[config.mk]
export PLATFORM = sky130hd
export DESIGN_NAME = neuron_sum_and_activation_flat
export DESIGN_NICKNAME = d
export VERILOG_FILES = /design/src/hw/rtl/nsa_pkg.sv /design/src/hw/rtl/nsa_channels.sv /design/src/hw/rtl/nsa_seq.sv /design/src/hw/rtl/nsa_dp.sv /design/src/hw/rtl/neuron_sum_and_activation.sv /design/src/flat_wrapper.sv
export SDC_FILE = /design/constraint.sdc
export NUM_CORES = 1
export LEC_CHECK = 0
export ABC_CLOCK_PERIOD_IN_PS = 11800
export BUFFER_PORTS_ARGS = -buffer_cell sky130_fd_sc_hd__buf_2
export CORE_ASPECT_RATIO = 1.4
export CORE_MARGIN = 3
export CORE_UTILIZATION = 65
export CTS_BUF_LIST = sky130_fd_sc_hd__clkbuf_4
export DETAILED_ROUTE_END_ITERATION = 10
export PLACE_DENSITY = 0.92
export RECOVER_POWER = 100
export SETUP_SLACK_MARGIN = 0.02
export SYNTH_ARGS = -nofsm -noshare
export SYNTH_HDL_FRONTEND = slang
export SYNTH_SLANG_ARGS = --single-unit
[constraint.sdc]
create_clock -name clock -period 11.8 [get_ports clock]
set_clock_uncertainty 0.15 [all_clocks]
set_input_delay 1.77 -clock clock [delete_from_list [all_inputs] [get_ports clock]]
set_output_delay 1.77 -clock clock [all_outputs]
set_load 0.01 [all_outputs]
[src/hw/rtl/nsa_pkg.sv]
// ----------------------------------------------------------------------------
// nsa_pkg
// Shared types, constants, microcode and sigmoid helpers for the neuron block.
// ----------------------------------------------------------------------------
package nsa_pkg;

   localparam int NUM_CONNECTORS_DEF   = 8;
   localparam int SIGMOID_SEGMENTS_DEF = 16;

   localparam int VALUE_W = 16;
   localparam int DER_W   = 9;
   localparam int CONN_W  = 3;
   localparam int REQ_W   = 2;
   localparam int STEP_W  = 4;
   localparam int STEPS   = 1 << STEP_W;

   // register index, taken from byte address bit 2
   localparam logic REG_ACTIVATION_MODE = 1'b0;

   typedef enum logic [REQ_W-1:0] {
      REQ_STORE = 2'd0,
      REQ_FIRE  = 2'd1,
      REQ_CLEAR = 2'd2
   } req_code_type;

   typedef enum logic [1:0] {
      MODE_IDENTITY = 2'd0,
      MODE_SIGMOID  = 2'd1,
      MODE_RAMP     = 2'd2,
      MODE_LINEAR   = 2'd3
   } mode_type;

   typedef enum logic [3:0] {
      OP_NOP,
      OP_IDLE,
      OP_SUM_INIT,
      OP_SUM_STEP,
      OP_SAT,
      OP_SEG,
      OP_MUL_SLOPE,
      OP_DIV_STEP,
      OP_G,
      OP_MUL_DER,
      OP_DER,
      OP_LIN,
      OP_OUT
   } op_type;

   typedef enum logic [2:0] {
      COND_NONE,
      COND_ALWAYS,
      COND_FIRE,
      COND_LAST_SLOT,
      COND_LINEAR,
      COND_DIV_LAST,
      COND_OUT_FREE
   } cond_type;

   typedef logic [STEP_W-1:0] step_type;

   localparam step_type STEP_IDLE     = 4'd0;
   localparam step_type STEP_SUM_INIT = 4'd1;
   localparam step_type STEP_SUM      = 4'd2;
   localparam step_type STEP_SAT      = 4'd3;
   localparam step_type STEP_SEG      = 4'd4;
   localparam step_type STEP_MUL1     = 4'd5;
   localparam step_type STEP_DIV      = 4'd6;
   localparam step_type STEP_G        = 4'd7;
   localparam step_type STEP_MUL2     = 4'd8;
   localparam step_type STEP_DER      = 4'd9;
   localparam step_type STEP_LIN      = 4'd10;
   localparam step_type STEP_OUT      = 4'd11;

   // taken cond -> target; otherwise hold stays, else falls through
   typedef struct packed {
      op_type   op;
      cond_type cond;
      step_type target;
      logic     hold;
   } uword_type;

   typedef struct packed {
      logic fire_go;
      logic last_slot;
      logic div_last;
      logic linear;
      logic out_free;
   } status_type;

   localparam uword_type UCODE [STEPS] = '{
      '{OP_IDLE,      COND_FIRE,      STEP_SUM_INIT, 1'b1},
      '{OP_SUM_INIT,  COND_NONE,      STEP_IDLE,     1'b0},
      '{OP_SUM_STEP,  COND_LAST_SLOT, STEP_SAT,      1'b1},
      '{OP_SAT,       COND_LINEAR,    STEP_LIN,      1'b0},
      '{OP_SEG,       COND_NONE,      STEP_IDLE,     1'b0},
      '{OP_MUL_SLOPE, COND_NONE,      STEP_IDLE,     1'b0},
      '{OP_DIV_STEP,  COND_DIV_LAST,  STEP_G,        1'b1},
      '{OP_G,         COND_NONE,      STEP_IDLE,     1'b0},
      '{OP_MUL_DER,   COND_NONE,      STEP_IDLE,     1'b0},
      '{OP_DER,       COND_ALWAYS,    STEP_OUT,      1'b0},
      '{OP_LIN,       COND_NONE,      STEP_IDLE,     1'b0},
      '{OP_OUT,       COND_OUT_FREE,  STEP_IDLE,     1'b1},
      '{OP_NOP,       COND_ALWAYS,    STEP_IDLE,     1'b0},
      '{OP_NOP,       COND_ALWAYS,    STEP_IDLE,     1'b0},
      '{OP_NOP,       COND_ALWAYS,    STEP_IDLE,     1'b0},
      '{OP_NOP,       COND_ALWAYS,    STEP_IDLE,     1'b0}
   };

   // sigmoid(0.5*i) in units of 1/65536
   localparam int SIG_HALF [17] = '{
      32768, 40793, 47911, 53580, 57724, 60565, 62428, 63615, 64357,
      64816, 65097, 65269, 65374, 65438, 65476, 65500, 65514
   };

   // fine interpolated sigmoid at a Q8.8 point, elaboration only
   function automatic int fine_sig(input int x);
      int a;
      int i;
      int f;
      int v;
      a = (x < 0) ? -x : x;
      if (a > 2048) a = 2048;
      i = a >> 7;
      f = a & 127;
      if (i >= 16) begin
         v = SIG_HALF[16];
      end else begin
         v = SIG_HALF[i] + (((SIG_HALF[i+1] - SIG_HALF[i]) * f + 64) >> 7);
      end
      return (x < 0) ? 65536 - v : v;
   endfunction

endpackage

[src/hw/rtl/nsa_channels.sv]
// ----------------------------------------------------------------------------
// nsa channels
// Valid/ready request and response channels of the neuron block.
// ----------------------------------------------------------------------------
interface nsa_req_if;
   logic                                valid;
   logic                                ready;
   logic [nsa_pkg::REQ_W-1:0]           req_type;
   logic [nsa_pkg::CONN_W-1:0]          connector;
   logic signed [nsa_pkg::VALUE_W-1:0]  input_value;

   modport source (output valid, req_type, connector, input_value, input ready);
   modport sink   (input valid, req_type, connector, input_value, output ready);
endinterface

interface nsa_rsp_if;
   logic                                valid;
   logic                                ready;
   logic signed [nsa_pkg::VALUE_W-1:0]  activation;
   logic [nsa_pkg::DER_W-1:0]           derivative;
   logic signed [nsa_pkg::VALUE_W-1:0]  net_sum;
   logic                                saturated;

   modport source (output valid, activation, derivative, net_sum, saturated, input ready);
   modport sink   (input valid, activation, derivative, net_sum, saturated, output ready);
endinterface

[src/hw/rtl/nsa_seq.sv]
// ----------------------------------------------------------------------------
// nsa_seq
// Microcode sequencer: step counter, control ROM and conditional jumps.
// ----------------------------------------------------------------------------
module nsa_seq (
   input  logic                clock,
   input  logic                reset,
   input  nsa_pkg::status_type status,
   output nsa_pkg::uword_type  ctrl
);

   nsa_pkg::step_type  pc_ff, pc_in;
   nsa_pkg::uword_type uw;
   logic               take;

   always_comb begin
      uw = nsa_pkg::UCODE[pc_ff];
      unique case (uw.cond)
         nsa_pkg::COND_NONE:      take = 1'b0;
         nsa_pkg::COND_ALWAYS:    take = 1'b1;
         nsa_pkg::COND_FIRE:      take = status.fire_go;
         nsa_pkg::COND_LAST_SLOT: take = status.last_slot;
         nsa_pkg::COND_LINEAR:    take = status.linear;
         nsa_pkg::COND_DIV_LAST:  take = status.div_last;
         nsa_pkg::COND_OUT_FREE:  take = status.out_free;
         default:                 take = 1'b1;
      endcase
      if (take) begin
         pc_in = uw.target;
      end else if (uw.hold) begin
         pc_in = pc_ff;
      end else begin
         pc_in = pc_ff + nsa_pkg::step_type'(1);
      end
      ctrl = uw;
   end

   always_ff @(posedge clock) begin
      if (reset) begin
         pc_ff <= nsa_pkg::STEP_IDLE;
      end else begin
         pc_ff <= pc_in;
      end
   end

endmodule

[src/hw/rtl/nsa_dp.sv]
// ----------------------------------------------------------------------------
// nsa_dp
// Datapath: slot memory, accumulator, sigmoid segment tables, shared
// multiplier, radix-2 divider and the response register.
// ----------------------------------------------------------------------------
module nsa_dp #(
   parameter int NUM_CONNECTORS   = nsa_pkg::NUM_CONNECTORS_DEF,
   parameter int SIGMOID_SEGMENTS = nsa_pkg::SIGMOID_SEGMENTS_DEF
) (
   input  logic                clock,
   input  logic                reset,
   input  nsa_pkg::uword_type  ctrl,
   input  nsa_pkg::mode_type   mode,
   nsa_req_if.sink             req_ch,
   nsa_rsp_if.source           rsp_ch,
   output nsa_pkg::status_type status
);

   localparam int IDX_W  = (NUM_CONNECTORS > 1) ? $clog2(NUM_CONNECTORS) : 1;
   localparam int DEPTH  = 1 << IDX_W;
   localparam int SUM_W  = IDX_W + 17;
   localparam int AW     = (IDX_W > nsa_pkg::CONN_W) ? IDX_W : nsa_pkg::CONN_W;
   localparam int KW     = $clog2(SIGMOID_SEGMENTS + 1);
   localparam int DIV_Q  = 16;
   localparam int REM_W  = 27;
   localparam logic [7:0] K_MAX = 8'(SIGMOID_SEGMENTS - 1);
   localparam logic signed [SUM_W-1:0] SUM_HI = SUM_W'(32767);
   localparam logic signed [SUM_W-1:0] SUM_LO = -SUM_W'(32768);

   // segment tables
   logic signed [12:0] pos_tab [SIGMOID_SEGMENTS+1];
   logic [15:0]        val_tab [SIGMOID_SEGMENTS+1];

   for (genvar k = 0; k <= SIGMOID_SEGMENTS; k++) begin : g_seg
      localparam int P = (4096 * k) / SIGMOID_SEGMENTS - 2048;
      localparam int V = nsa_pkg::fine_sig(P);
      assign pos_tab[k] = 13'(P);
      assign val_tab[k] = 16'(V);
   end

   logic signed [15:0] slot_mem [DEPTH];
   logic signed [15:0] rd_ff;
   logic               fil_ff;

   logic [DEPTH-1:0]         filled_ff, filled_in;
   logic [IDX_W-1:0]         cnt_ff, cnt_in;
   logic signed [SUM_W-1:0]  acc_ff, acc_in;
   logic signed [15:0]       net_ff, net_in;
   logic                     sat_ff, sat_in;
   logic [15:0]              v0_ff, v0_in;
   logic [15:0]              dv_ff, dv_in;
   logic [10:0]              dx_ff, dx_in;
   logic [10:0]              den_ff, den_in;
   logic [REM_W-1:0]         rem_ff, rem_in;
   logic [REM_W-1:0]         dsh_ff, dsh_in;
   logic [DIV_Q-1:0]         q_ff, q_in;
   logic [3:0]               dcnt_ff, dcnt_in;
   logic [15:0]              g_ff, g_in;
   logic [32:0]              prod_ff, prod_in;
   logic signed [15:0]       act_ff, act_in;
   logic [8:0]               der_ff, der_in;

   logic                     rsp_valid_ff, rsp_valid_in;
   logic signed [15:0]       out_act_ff, out_act_in;
   logic [8:0]               out_der_ff, out_der_in;
   logic signed [15:0]       out_net_ff, out_net_in;
   logic                     out_sat_ff, out_sat_in;

   logic                     req_go;
   logic                     wr_en;
   logic [AW-1:0]            conn_ext;
   logic [IDX_W-1:0]         wr_addr, rd_addr;
   logic signed [12:0]       xc;
   logic [12:0]              u;
   logic [19:0]              seg_prod;
   logic [7:0]               k_sat;
   logic [KW-1:0]            k0, k1;
   logic signed [12:0]       p_diff, x_diff;
   logic [15:0]              mul_a;
   logic [16:0]              mul_b;
   logic [32:0]              mul_p;
   logic [REM_W:0]           trial;
   logic [16:0]              g_round;
   logic [32:0]              der_round;
   logic                     out_free;
   logic                     load_out;

   assign req_ch.ready = (ctrl.op == nsa_pkg::OP_IDLE);

   always_comb begin
      req_go   = req_ch.valid && req_ch.ready;
      conn_ext = AW'(req_ch.connector);
      wr_addr  = conn_ext[IDX_W-1:0];
      wr_en    = req_go && (req_ch.req_type == nsa_pkg::REQ_STORE)
                 && (int'(req_ch.connector) < NUM_CONNECTORS);
      rd_addr  = (ctrl.op == nsa_pkg::OP_SUM_INIT) ? '0 : cnt_ff + IDX_W'(1);

      // sigmoid segment select
      if (net_ff > 16'sd2048) begin
         xc = 13'sd2048;
      end else if (net_ff < -16'sd2048) begin
         xc = -13'sd2048;
      end else begin
         xc = 13'(net_ff);
      end
      u        = unsigned'(xc + 13'sd2048);
      seg_prod = 20'(u) * 20'(SIGMOID_SEGMENTS);
      k_sat    = (seg_prod[19:12] > K_MAX) ? K_MAX : seg_prod[19:12];
      k0       = k_sat[KW-1:0];
      k1       = KW'(k_sat + 8'd1);
      p_diff   = pos_tab[k1] - pos_tab[k0];
      x_diff   = xc - pos_tab[k0];

      // shared multiplier
      if (ctrl.op == nsa_pkg::OP_MUL_DER) begin
         mul_a = g_ff;
         mul_b = 17'h10000 - 17'(g_ff);
      end else begin
         mul_a = dv_ff;
         mul_b = 17'(dx_ff);
      end
      mul_p = 33'(mul_a) * 33'(mul_b);

      trial     = {1'b0, rem_ff} - {1'b0, dsh_ff};
      g_round   = 17'(g_ff) + 17'd128;
      der_round = prod_ff + 33'h800000;

      out_free = !rsp_valid_ff || rsp_ch.ready;
      load_out = (ctrl.op == nsa_pkg::OP_OUT) && out_free;

      status.fire_go   = req_go && (req_ch.req_type == nsa_pkg::REQ_FIRE);
      status.last_slot = (int'(cnt_ff) == NUM_CONNECTORS - 1);
      status.div_last  = (dcnt_ff == 4'(DIV_Q - 1));
      status.linear    = (mode != nsa_pkg::MODE_SIGMOID);
      status.out_free  = out_free;
   end

   always_comb begin
      filled_in = filled_ff;
      cnt_in    = cnt_ff;
      acc_in    = acc_ff;
      net_in    = net_ff;
      sat_in    = sat_ff;
      v0_in     = v0_ff;
      dv_in     = dv_ff;
      dx_in     = dx_ff;
      den_in    = den_ff;
      rem_in    = rem_ff;
      dsh_in    = dsh_ff;
      q_in      = q_ff;
      dcnt_in   = dcnt_ff;
      g_in      = g_ff;
      prod_in   = prod_ff;
      act_in    = act_ff;
      der_in    = der_ff;

      unique case (ctrl.op)
         nsa_pkg::OP_IDLE: begin
            if (wr_en) begin
               filled_in[wr_addr] = 1'b1;
            end
            if (req_go && (req_ch.req_type == nsa_pkg::REQ_CLEAR)) begin
               filled_in = '0;
            end
         end
         nsa_pkg::OP_SUM_INIT: begin
            acc_in = '0;
            cnt_in = '0;
         end
         nsa_pkg::OP_SUM_STEP: begin
            if (fil_ff) begin
               acc_in = acc_ff + SUM_W'(rd_ff);
            end
            cnt_in = cnt_ff + IDX_W'(1);
         end
         nsa_pkg::OP_SAT: begin
            if (acc_ff > SUM_HI) begin
               net_in = 16'sh7fff;
               sat_in = 1'b1;
            end else if (acc_ff < SUM_LO) begin
               net_in = -16'sh8000;
               sat_in = 1'b1;
            end else begin
               net_in = acc_ff[15:0];
               sat_in = 1'b0;
            end
         end
         nsa_pkg::OP_SEG: begin
            v0_in  = val_tab[k0];
            dv_in  = val_tab[k1] - val_tab[k0];
            dx_in  = x_diff[10:0];
            den_in = p_diff[10:0];
         end
         nsa_pkg::OP_MUL_SLOPE: begin
            rem_in  = mul_p[REM_W-1:0];
            dsh_in  = REM_W'(den_ff) << (DIV_Q - 1);
            q_in    = '0;
            dcnt_in = '0;
         end
         nsa_pkg::OP_DIV_STEP: begin
            if (!trial[REM_W]) begin
               rem_in = trial[REM_W-1:0];
            end
            q_in    = {q_ff[DIV_Q-2:0], !trial[REM_W]};
            dsh_in  = dsh_ff >> 1;
            dcnt_in = dcnt_ff + 4'd1;
         end
         nsa_pkg::OP_G: begin
            g_in = v0_ff + q_ff;
         end
         nsa_pkg::OP_MUL_DER: begin
            prod_in = mul_p;
            act_in  = signed'({7'd0, g_round[16:8]});
         end
         nsa_pkg::OP_DER: begin
            der_in = der_round[32:24];
         end
         nsa_pkg::OP_LIN: begin
            case (mode)
               nsa_pkg::MODE_RAMP: begin
                  act_in = net_ff[15] ? 16'sd0 : (net_ff >>> 1);
                  der_in = net_ff[15] ? 9'd0 : 9'd128;
               end
               nsa_pkg::MODE_LINEAR: begin
                  act_in = net_ff >>> 1;
                  der_in = 9'd128;
               end
               default: begin
                  act_in = net_ff;
                  der_in = 9'd256;
               end
            endcase
         end
         default: begin
         end
      endcase

      rsp_valid_in = (rsp_valid_ff && !rsp_ch.ready) || load_out;
      out_act_in   = load_out ? act_ff : out_act_ff;
      out_der_in   = load_out ? der_ff : out_der_ff;
      out_net_in   = load_out ? net_ff : out_net_ff;
      out_sat_in   = load_out ? sat_ff : out_sat_ff;
   end

   always_ff @(posedge clock) begin
      if (wr_en) begin
         slot_mem[wr_addr] <= req_ch.input_value;
      end
      rd_ff  <= slot_mem[rd_addr];
      fil_ff <= filled_ff[rd_addr];
   end

   always_ff @(posedge clock) begin
      if (reset) begin
         filled_ff    <= '0;
         rsp_valid_ff <= 1'b0;
      end else begin
         filled_ff    <= filled_in;
         rsp_valid_ff <= rsp_valid_in;
      end
   end

   always_ff @(posedge clock) begin
      cnt_ff     <= cnt_in;
      acc_ff     <= acc_in;
      net_ff     <= net_in;
      sat_ff     <= sat_in;
      v0_ff      <= v0_in;
      dv_ff      <= dv_in;
      dx_ff      <= dx_in;
      den_ff     <= den_in;
      rem_ff     <= rem_in;
      dsh_ff     <= dsh_in;
      q_ff       <= q_in;
      dcnt_ff    <= dcnt_in;
      g_ff       <= g_in;
      prod_ff    <= prod_in;
      act_ff     <= act_in;
      der_ff     <= der_in;
      out_act_ff <= out_act_in;
      out_der_ff <= out_der_in;
      out_net_ff <= out_net_in;
      out_sat_ff <= out_sat_in;
   end

   assign rsp_ch.valid      = rsp_valid_ff;
   assign rsp_ch.activation = out_act_ff;
   assign rsp_ch.derivative = out_der_ff;
   assign rsp_ch.net_sum    = out_net_ff;
   assign rsp_ch.saturated  = out_sat_ff;

endmodule

[src/hw/rtl/neuron_sum_and_activation.sv]
// ----------------------------------------------------------------------------
// neuron_sum_and_activation
// Single neuron: store, clear and fire requests under a microcoded sequencer.
// ----------------------------------------------------------------------------
// Store, clear and unused requests are taken in the idle step, which holds.
// Fire: the slot walk uses one adder and the sum is saturated; identity, ramp and
// damped linear then take the linear step, and the sigmoid slope goes through a
// 16-step radix-2 divider after the segment and slope multiply steps.
// The next request is taken in the idle step after the response is registered.
// Synchronous reset empties all slots, drops the response and sets sigmoid mode.
module neuron_sum_and_activation #(
   parameter int NUM_CONNECTORS   = nsa_pkg::NUM_CONNECTORS_DEF,
   parameter int SIGMOID_SEGMENTS = nsa_pkg::SIGMOID_SEGMENTS_DEF
) (
   input  logic        clock,
   input  logic        reset,
   input  logic        csr_psel,
   input  logic        csr_penable,
   input  logic        csr_pwrite,
   input  logic [2:0]  csr_paddr,
   input  logic [31:0] csr_pwdata,
   output logic [31:0] csr_prdata,
   output logic        csr_pready,
   nsa_req_if.sink     req_ch,
   nsa_rsp_if.source   rsp_ch
);

   nsa_pkg::mode_type   mode_ff, mode_in;
   nsa_pkg::uword_type  ctrl;
   nsa_pkg::status_type status;
   logic                mode_sel;

   always_comb begin
      mode_sel = (csr_paddr[2] == nsa_pkg::REG_ACTIVATION_MODE);
      mode_in  = mode_ff;
      if (csr_psel && csr_penable && csr_pwrite && mode_sel) begin
         mode_in = nsa_pkg::mode_type'(csr_pwdata[1:0]);
      end
      csr_prdata = mode_sel ? {30'd0, mode_ff} : 32'd0;
      csr_pready = 1'b1;
   end

   always_ff @(posedge clock) begin
      if (reset) begin
         mode_ff <= nsa_pkg::MODE_SIGMOID;
      end else begin
         mode_ff <= mode_in;
      end
   end

   nsa_seq u_seq (
      .clock  (clock),
      .reset  (reset),
      .status (status),
      .ctrl   (ctrl)
   );

   nsa_dp #(
      .NUM_CONNECTORS   (NUM_CONNECTORS),
      .SIGMOID_SEGMENTS (SIGMOID_SEGMENTS)
   ) u_dp (
      .clock  (clock),
      .reset  (reset),
      .ctrl   (ctrl),
      .mode   (mode_ff),
      .req_ch (req_ch),
      .rsp_ch (rsp_ch),
      .status (status)
   );

endmodule

[src/flat_wrapper.sv]
// flat-port wrapper written by rule: the top's interface ports become plain ports
module neuron_sum_and_activation_flat 
#(
   parameter int NUM_CONNECTORS   = nsa_pkg::NUM_CONNECTORS_DEF,
   parameter int SIGMOID_SEGMENTS = nsa_pkg::SIGMOID_SEGMENTS_DEF
)
  (clock, reset, csr_psel, csr_penable, csr_pwrite, csr_paddr, csr_pwdata, csr_prdata, csr_pready, req_ch_valid, req_ch_req_type, req_ch_connector, req_ch_input_value, req_ch_ready, rsp_ch_valid, rsp_ch_activation, rsp_ch_derivative, rsp_ch_net_sum, rsp_ch_saturated, rsp_ch_ready);
  nsa_req_if req_ch_i ();
  nsa_rsp_if rsp_ch_i ();
  input  logic clock;
  input  logic reset;
  input  logic csr_psel;
  input  logic csr_penable;
  input  logic csr_pwrite;
  input  logic [2:0] csr_paddr;
  input  logic [31:0] csr_pwdata;
  output logic [31:0] csr_prdata;
  output logic csr_pready;
  input wire logic [$bits(req_ch_i.valid)-1:0] req_ch_valid;
  input wire logic [$bits(req_ch_i.req_type)-1:0] req_ch_req_type;
  input wire logic [$bits(req_ch_i.connector)-1:0] req_ch_connector;
  input wire logic [$bits(req_ch_i.input_value)-1:0] req_ch_input_value;
  output wire logic [$bits(req_ch_i.ready)-1:0] req_ch_ready;
  output wire logic [$bits(rsp_ch_i.valid)-1:0] rsp_ch_valid;
  output wire logic [$bits(rsp_ch_i.activation)-1:0] rsp_ch_activation;
  output wire logic [$bits(rsp_ch_i.derivative)-1:0] rsp_ch_derivative;
  output wire logic [$bits(rsp_ch_i.net_sum)-1:0] rsp_ch_net_sum;
  output wire logic [$bits(rsp_ch_i.saturated)-1:0] rsp_ch_saturated;
  input wire logic [$bits(rsp_ch_i.ready)-1:0] rsp_ch_ready;
  assign req_ch_i.valid = req_ch_valid;
  assign req_ch_i.req_type = req_ch_req_type;
  assign req_ch_i.connector = req_ch_connector;
  assign req_ch_i.input_value = req_ch_input_value;
  assign req_ch_ready = req_ch_i.ready;
  assign rsp_ch_valid = rsp_ch_i.valid;
  assign rsp_ch_activation = rsp_ch_i.activation;
  assign rsp_ch_derivative = rsp_ch_i.derivative;
  assign rsp_ch_net_sum = rsp_ch_i.net_sum;
  assign rsp_ch_saturated = rsp_ch_i.saturated;
  assign rsp_ch_i.ready = rsp_ch_ready;
  neuron_sum_and_activation #(.NUM_CONNECTORS(NUM_CONNECTORS), .SIGMOID_SEGMENTS(SIGMOID_SEGMENTS)) u_core (.clock(clock), .reset(reset), .csr_psel(csr_psel), .csr_penable(csr_penable), .csr_pwrite(csr_pwrite), .csr_paddr(csr_paddr), .csr_pwdata(csr_pwdata), .csr_prdata(csr_prdata), .csr_pready(csr_pready), .req_ch(req_ch_i), .rsp_ch(rsp_ch_i));
endmodule
==> results of run 1 <==
worst max path at each step:
stage	cells after the start	from	slack (ns)	to
floorplan	32	u_core.u_seq.pc_ff[0]$_SDFFE_PP0P_	3.00	u_core.u_dp.rem_ff[23]$_DFFE_PP_
global placement	31	u_core.u_seq.pc_ff[2]$_SDFFE_PP0P_	1.65	u_core.u_dp.rem_ff[25]$_DFFE_PP_
finish	32	u_core.u_seq.pc_ff[2]$_SDFFE_PP0P_	0.83	u_core.u_dp.rem_ff[26]$_DFFE_PP_
global route	32	u_core.u_seq.pc_ff[2]$_SDFFE_PP0P_	0.23	u_core.u_dp.rem_ff[25]$_DFFE_PP_
CTS	32	u_core.u_seq.pc_ff[2]$_SDFFE_PP0P_	1.26	u_core.u_dp.rem_ff[25]$_DFFE_PP_
detailed placement	32	u_core.u_seq.pc_ff[2]$_SDFFE_PP0P_	1.28	u_core.u_dp.rem_ff[23]$_DFFE_PP_
sequential cells by signal, summed over array words and instances, names as in the netlist, 20 cells and up:
register / count
u_core.u_dp.slot_mem: 128
u_core.u_dp.dsh_ff: 26
u_core.u_dp.acc_ff: 20
u_core.u_dp.rem_ff: 27
cell families (layout without fill, tap and decap cells):
group                      Yosys count  count (layout)
adders and majority gates          414             414
other                                2              46
DFF                                410             410
and+or+nand+nor                    972             972
muxes                               29              29
buffers and inverters              482             619
xor gates and xnor gates           123             123
AOI/OAI and AO/OA                  464             464
cells in the mapped netlist (all sizes together) (12+ instances only):
master,instances
o21a,16
ha,200
nand2b,29
nor3,52
mux2i,26
a211oi,17
and3,42
a31oi,12
or3,12
and2,30
xor2,49
fa,214
nand2,377
nor2,267
nand4,12
o21ai,126
nor2b,16
nand3,96
clkbuf,60
xnor2,74
a21oi,154
edfxtp,378
inv,344
a21o,41
buf,77
dfxtp,32
final cells by class:
cell class	count	area, um^2	area share [%]
Antenna cell	1	2.502	0.007995
Multi-Input combinational cell	2047	15650	49.99
Tap cell	558	698.2	2.230
Clock buffer	123	923.4	2.950
Clock inverter	41	226.5	0.7235
Inverter	345	1295	4.137
Sequential cell	410	11990	38.31
Timing Repair Buffer	110	515.5	1.647
cells in the final DEF, fill, tap and decap left out, drive strengths merged, types with 6 or more instances in the layout:
cell,instances
edfxtp,378
nand2,377
inv,348
nor2,267
fa,214
ha,200
clkbuf,197
a21oi,154
o21ai,126
nand3,96
xnor2,74
nor3,52
xor2,49
conb,45
and3,42
a21o,41
clkinv,36
buf,36
dfxtp,32
and2,30
nand2b,29
mux2i,26
a211oi,17
nor2b,16
o21a,16
nand4,12
or3,12
a31oi,12
o21bai,10
a221o,9
nor4,9
o211ai,8
o31a,8
o22ai,7
a22o,6
per-layer routing:
metal | wire length, um | track usage (%) | vias to the layer above
met4 | 6030 | 22.85 | 0
li1 | - | - | 10060
met1 | 24890 | 34.59 | 10830
met5 | 0 | 0 | -
met3 | 6036 | 5.918 | 382
met2 | 39540 | 56.82 | 1336
per-stage QoR:
stage / util (%) / hold slack [ns] / worst slack (ns) / area [um^2]
floorplan: - / 0.2503 / 3.001 / 29630
detailed placement: 68.35 / 0.2557 / 1.276 / 30350
CTS: 70.94 / 0.2568 / 1.262 / 31500
global route: 70.49 / 0.2673 / 0.2294 / 31300
finish: 70.49 / 0.2599 / 0.8259 / 31300
global placement: 68.35 / 0.2521 / 1.647 / 30350
==> results.json, run 1 <==
{
  "outcome": "complete, but fails checks",
  "violations": "capacitance limit, slew limit",
  "whs_endpoint": "u_core.u_dp.rsp_ch.activation[5]$_DFFE_PP_",
  "reg2reg_from": "u_core.u_seq.pc_ff[2]$_SDFFE_PP0P_",
  "largest_net_degree_at_the_start_of_global_routing": 67,
  "critical_path_peak_fanout": 42,
  "reg2regPathDepth": 32,
  "clock_tree.root_cell": "clkbuf_4",
  "netlist_top_cells_area": "edfxtp_1, fa_1, ha_1, nand2_1, inv_1",
  "cap_violations": 15,
  "floorplan.die.width_um": 186.0,
  "synth_cells": 2896,
  "die_area_mm2": 0.04796,
  "yosysSeqAreaShare_pct": 40.69,
  "via_per_inst": 6.218,
  "fin_tns_setup_ns": 0,
  "slowest_delay_ns": 0.71,
  "yosysTopAreaCell": "edfxtp_1",
  "antenna_violating_nets_post_route": 0,
  "cpMostUsedCell": "nand2_1",
  "remaining_drc_errors": 0,
  "worst-r2r-setup-slack_ns": 0.83,
  "rsz0062_at_grt": "false",
  "place.port_buffers": 76,
  "cts_hold_buffers": 0,
  "synth_compound_gate_area_share_pct": 9.935,
  "synth_cell_types": 90,
  "cp.buffers_inverters": 7,
  "number_of_endpoints_failing_setup_at_the_final_stage": 0,
  "drt-total-wl_um": 76500,
  "critical-path-slowest-cell": "a21oi_1",
  "start_util_pct": 66.37,
  "synth_area_per_cell_um2": 10.18,
  "fmax_mhz": 91.12,
  "detailroute.via_count": 22600,
  "gpl.final_weighted_congestion": 0.9959,
  "synth_top_family_by_area": "adder cells",
  "post_synth_and_or_nand_nor_area_fraction_pct": 14.87,
  "worstSetupEndpointType": "register",
  "detail_route.iter0.violations": 2369,
  "die_y_um": 257.9,
  "grt_antenna_before_repair": 2,
  "synth_top_flop_cell": "edfxtp_1",
  "worstPathArrival_ns": 11.40,
  "synth_area_mm2": 0.02947,
  "numCtsBuffers": 90,
  "hpwlAfterDp_um": 55160,
  "startpoint_type": "register",
  "grt_pass1_wl_um": 121100,
  "timing_worst_setup_path_type": "reg -> reg",
  "layout-drive-gt1-share_pct": 6.632,
  "type_of_the_most_critical_hold_path": "reg -> reg",
  "fillers": 3013,
  "clk_transition_reported_paths_ns": 0.09,
  "layoutNonFillerInstCount": 3635,
  "global_route.overflow_total": 0,
  "cts.repair_timing.setup_buffer_count": 0,
  "cts_sinks": 410,
  "slew_headroom_pct": -165.2,
  "core_mm2": 0.04441,
  "final_hold_viol_count": 0,
  "synth_enable_flop_cells": 378,
  "worst-endpoint-required_ns": 12.22,
  "final.period_utilization_pct": 93.00,
  "asr_flop_ratio_synth_pct": 0,
  "boundaryPins": 140,
  "fp-row-count": 91,
  "cts-root-to-sink-buffers": 3,
  "layout.nets": 3481,
  "grt_usage_pct": 32.32,
  "final_period_minus_worst_setup_slack_ns": 10.97,
  "avgRoutedWirePerCell_um": 21.04,
  "clock_tree.htree_level_count": 3,
  "synth.top_cell.area_share_pct": 38.52,
  "post_cts_resize_count": 0,
  "synthToLayoutAreaGrowth_pct": 6.216,
  "yosysWarningCount": 0,
  "synthXorXnorAreaFrac_pct": 3.681,
  "crit-reg2reg-capture": "u_core.u_dp.rem_ff[26]$_DFFE_PP_",
  "clock_insertion_delay_at_the_later_pin_of_the_skew_report_ns": 0.83,
  "critPathTopFamily": "adder cells",
  "placed_cells_incl_taps": 3470,
  "hold_path_startpoint": "u_core.u_dp.act_ff[5]$_DFFE_PP_",
  "postSynthRegisterBits": 410,
  "synthAdderAreaFrac_pct": 23.03,
  "min_delay_path_depth": 0,
  "yosys-mux-area-fraction_pct": 1.036,
  "least_margin_pin_slew_ns": 3.969,
  "tritoncts": "done",
  "first_global_vias": 23610,
  "final_max_slew_viol_count": 464,
  "drt-pass1-iter-count": 6
}
Power of run 1 is not shown: default switching activity piles up to over one toggle a cycle in this logic, so the estimate is an artifact.
==> run 2, diff against run 1 <==
--- a/config.mk
+++ b/config.mk
@@ -9,10 +9,10 @@
 export BUFFER_PORTS_ARGS = -buffer_cell sky130_fd_sc_hd__buf_2
 export CORE_ASPECT_RATIO = 1.4
 export CORE_MARGIN = 3
-export CORE_UTILIZATION = 65
+export CORE_UTILIZATION = 25
 export CTS_BUF_LIST = sky130_fd_sc_hd__clkbuf_4
 export DETAILED_ROUTE_END_ITERATION = 10
-export PLACE_DENSITY = 0.92
+export PLACE_DENSITY = 0.47
 export RECOVER_POWER = 100
 export SETUP_SLACK_MARGIN = 0.02
 export SYNTH_ARGS = -nofsm -noshare
==> run 2 against run 1 <==
The flow still finishes with violations (capacitance limit, slew limit). Flip-flop and latch count unchanged. Clock-buffer cell count increased by 40. Cell count is 27% higher. Utilization is 42 points lower. Highest routed layer unchanged. Non-clock buffer count increased by 20. Critical path type unchanged. Hold slack got worse by 0.021 ns. Sequential share of layout area shrank 1.8 points. Via count down 7.2%. Critical path depth shrank 3. Routed wire length up 6.8%. Worst setup slack better by 0.64 ns. Global-route usage is 19 points lower.
==> results.json, run 2 (same netlist as run 1, synthesis figures left out) <==
{
  "numCtsBuffers": 110,
  "worstPathArrival_ns": 10.76,
  "slowest_delay_ns": 0.89,
  "gr-usage-met1_pct": 15.13,
  "clock_tree.root_cell": "clkbuf_4",
  "grt_busiest_layer": "met2",
  "clock_insertion_delay_at_the_later_pin_of_the_skew_report_ns": 0.93,
  "tritoncts": "done",
  "final_hold_viol_count": 0,
  "critical-path-slowest-cell": "clkbuf_1",
  "layout.nets": 3521,
  "final_max_slew_viol_count": 335,
  "largest_net_degree_at_the_start_of_global_routing": 63,
  "reg2regPathDepth": 29,
  "slew_headroom_pct": -100.8,
  "core_mm2": 0.1167,
  "grt_antenna_before_repair": 6,
  "global_route.usage.met2_pct": 25.08,
  "timing_worst_setup_path_type": "reg -> reg",
  "least_margin_pin_slew_ns": 3.012,
  "final_period_minus_worst_setup_slack_ns": 10.33,
  "outcome": "complete, but fails checks",
  "antenna_violating_nets_post_route": 0,
  "fin_tns_setup_ns": 0,
  "top_regs": "u_core.u_dp.slot_mem (128), u_core.u_dp.rem_ff (27), u_core.u_dp.dsh_ff (26)",
  "cts_hold_buffers": 0,
  "fmax_mhz": 96.78,
  "global_route.usage.met3_pct": 2.149,
  "grt_pass1_wl_um": 126900,
  "grt_usage_pct": 13.62,
  "type_of_the_most_critical_hold_path": "reg -> reg",
  "die_y_um": 412.2,
  "layout-drive-gt1-share_pct": 7.830,
  "post_cts_resize_count": 0,
  "boundaryPins": 140,
  "hpwlAfterDp_um": 61940,
  "critical_path_peak_fanout": 17,
  "worstSetupEndpointType": "register",
  "final.period_utilization_pct": 87.57,
  "clk_transition_reported_paths_ns": 0.07,
  "startpoint_type": "register",
  "global_route.overflow_total": 0,
  "fp-row-count": 148,
  "worst-r2r-setup-slack_ns": 1.47,
  "rsz0062_at_grt": "false",
  "via_per_inst": 4.529,
  "clock_tree.htree_level_count": 3,
  "cts-root-to-sink-buffers": 3,
  "remaining_drc_errors": 0,
  "violations": "capacitance limit, slew limit",
  "commonest_non_fill_non_tap_cell_in_the_layout": "edfxtp_1",
  "die_area_mm2": 0.1221,
  "synthToLayoutAreaGrowth_pct": 11.32,
  "worst-endpoint-required_ns": 12.23,
  "cpMostUsedCell": "fa_1",
  "start_util_pct": 25.26,
  "floorplan.die.width_um": 296.2,
  "cts_sinks": 410,
  "drt-pass1-iter-count": 5,
  "detail_route.iter0.violations": 977,
  "first_global_vias": 21850,
  "place.port_buffers": 76,
  "number_of_flip_flops_under_the_largest_register_name": 128,
  "detailroute.via_count": 20970,
  "mostFrequentLayoutCells": "edfxtp_1, nand2_1, inv_1",
  "cap_violations": 10,
  "number_of_endpoints_failing_setup_at_the_final_stage": 0,
  "gpl.final_weighted_congestion": 0.8604,
  "min_delay_path_depth": 0,
  "drt-total-wl_um": 81740,
  "cts.repair_timing.setup_buffer_count": 0,
  "top_register": "u_core.u_dp.slot_mem",
  "avgRoutedWirePerCell_um": 17.65
}
[run 2: final timing paths]
kind / start / end
min: u_core.u_dp.act_ff[6]$_DFFE_PP_ / u_core.u_dp.rsp_ch.activation[6]$_DFFE_PP_
max: u_core.u_seq.pc_ff[2]$_SDFFE_PP0P_ / u_core.u_dp.rem_ff[25]$_DFFE_PP_
max reg2reg: u_core.u_seq.pc_ff[2]$_SDFFE_PP0P_ / u_core.u_dp.rem_ff[25]$_DFFE_PP_
min reg2reg: u_core.u_dp.act_ff[6]$_DFFE_PP_ / u_core.u_dp.rsp_ch.activation[6]$_DFFE_PP_
[run 2: critical path: cells and delay by family (launching register included)]
family | cells | cell delay (ns)
adder cells (fa/ha/maj) | 8 | 3.71
buffers and inverters | 6 | 1.49
AND/OR/NAND/NOR | 6 | 1.64
flip-flops | 1 | 0.59
XOR/XNOR | 1 | 0.18
AO/OA/AOI/OAI | 8 | 2.28
[run 2: stage by stage]
step	utilization, %	worst slack [ns]	cell area [um^2]	hold slack, ns	instances
CTS	28.35	1.834	33070	0.2329	4629
global route	28.12	0.7926	32800	0.2597	4630
finish	28.12	1.467	32810	0.2389	4631
detailed placement	27.14	1.763	31660	0.2554	4432
floorplan	-	3.001	29630	0.2503	2939
global placement	27.14	1.804	31660	0.2539	4432
[run 2: layout make-up]
class                      instances  area (um^2)
multi-input combinational       2047        15620
timing repair buffer             130        605.6
fill                           12520        83860
tap                             1500         1877
inverter                         345         1295
sequential                       410        11990
clock inverter                    34        186.4
clock buffer                     163         1224
antenna                            2        5.005
[run 2: per-layer routing]
metal | part of all wire, % | vias to the layer above
li1 | - | 10130
met1 | 39 | 10220
met2 | 52 | 467
met3 | 4.4 | 150
met4 | 4.4 | 0
met5 | 0 | -
Power of run 2 is left out for the same reason.
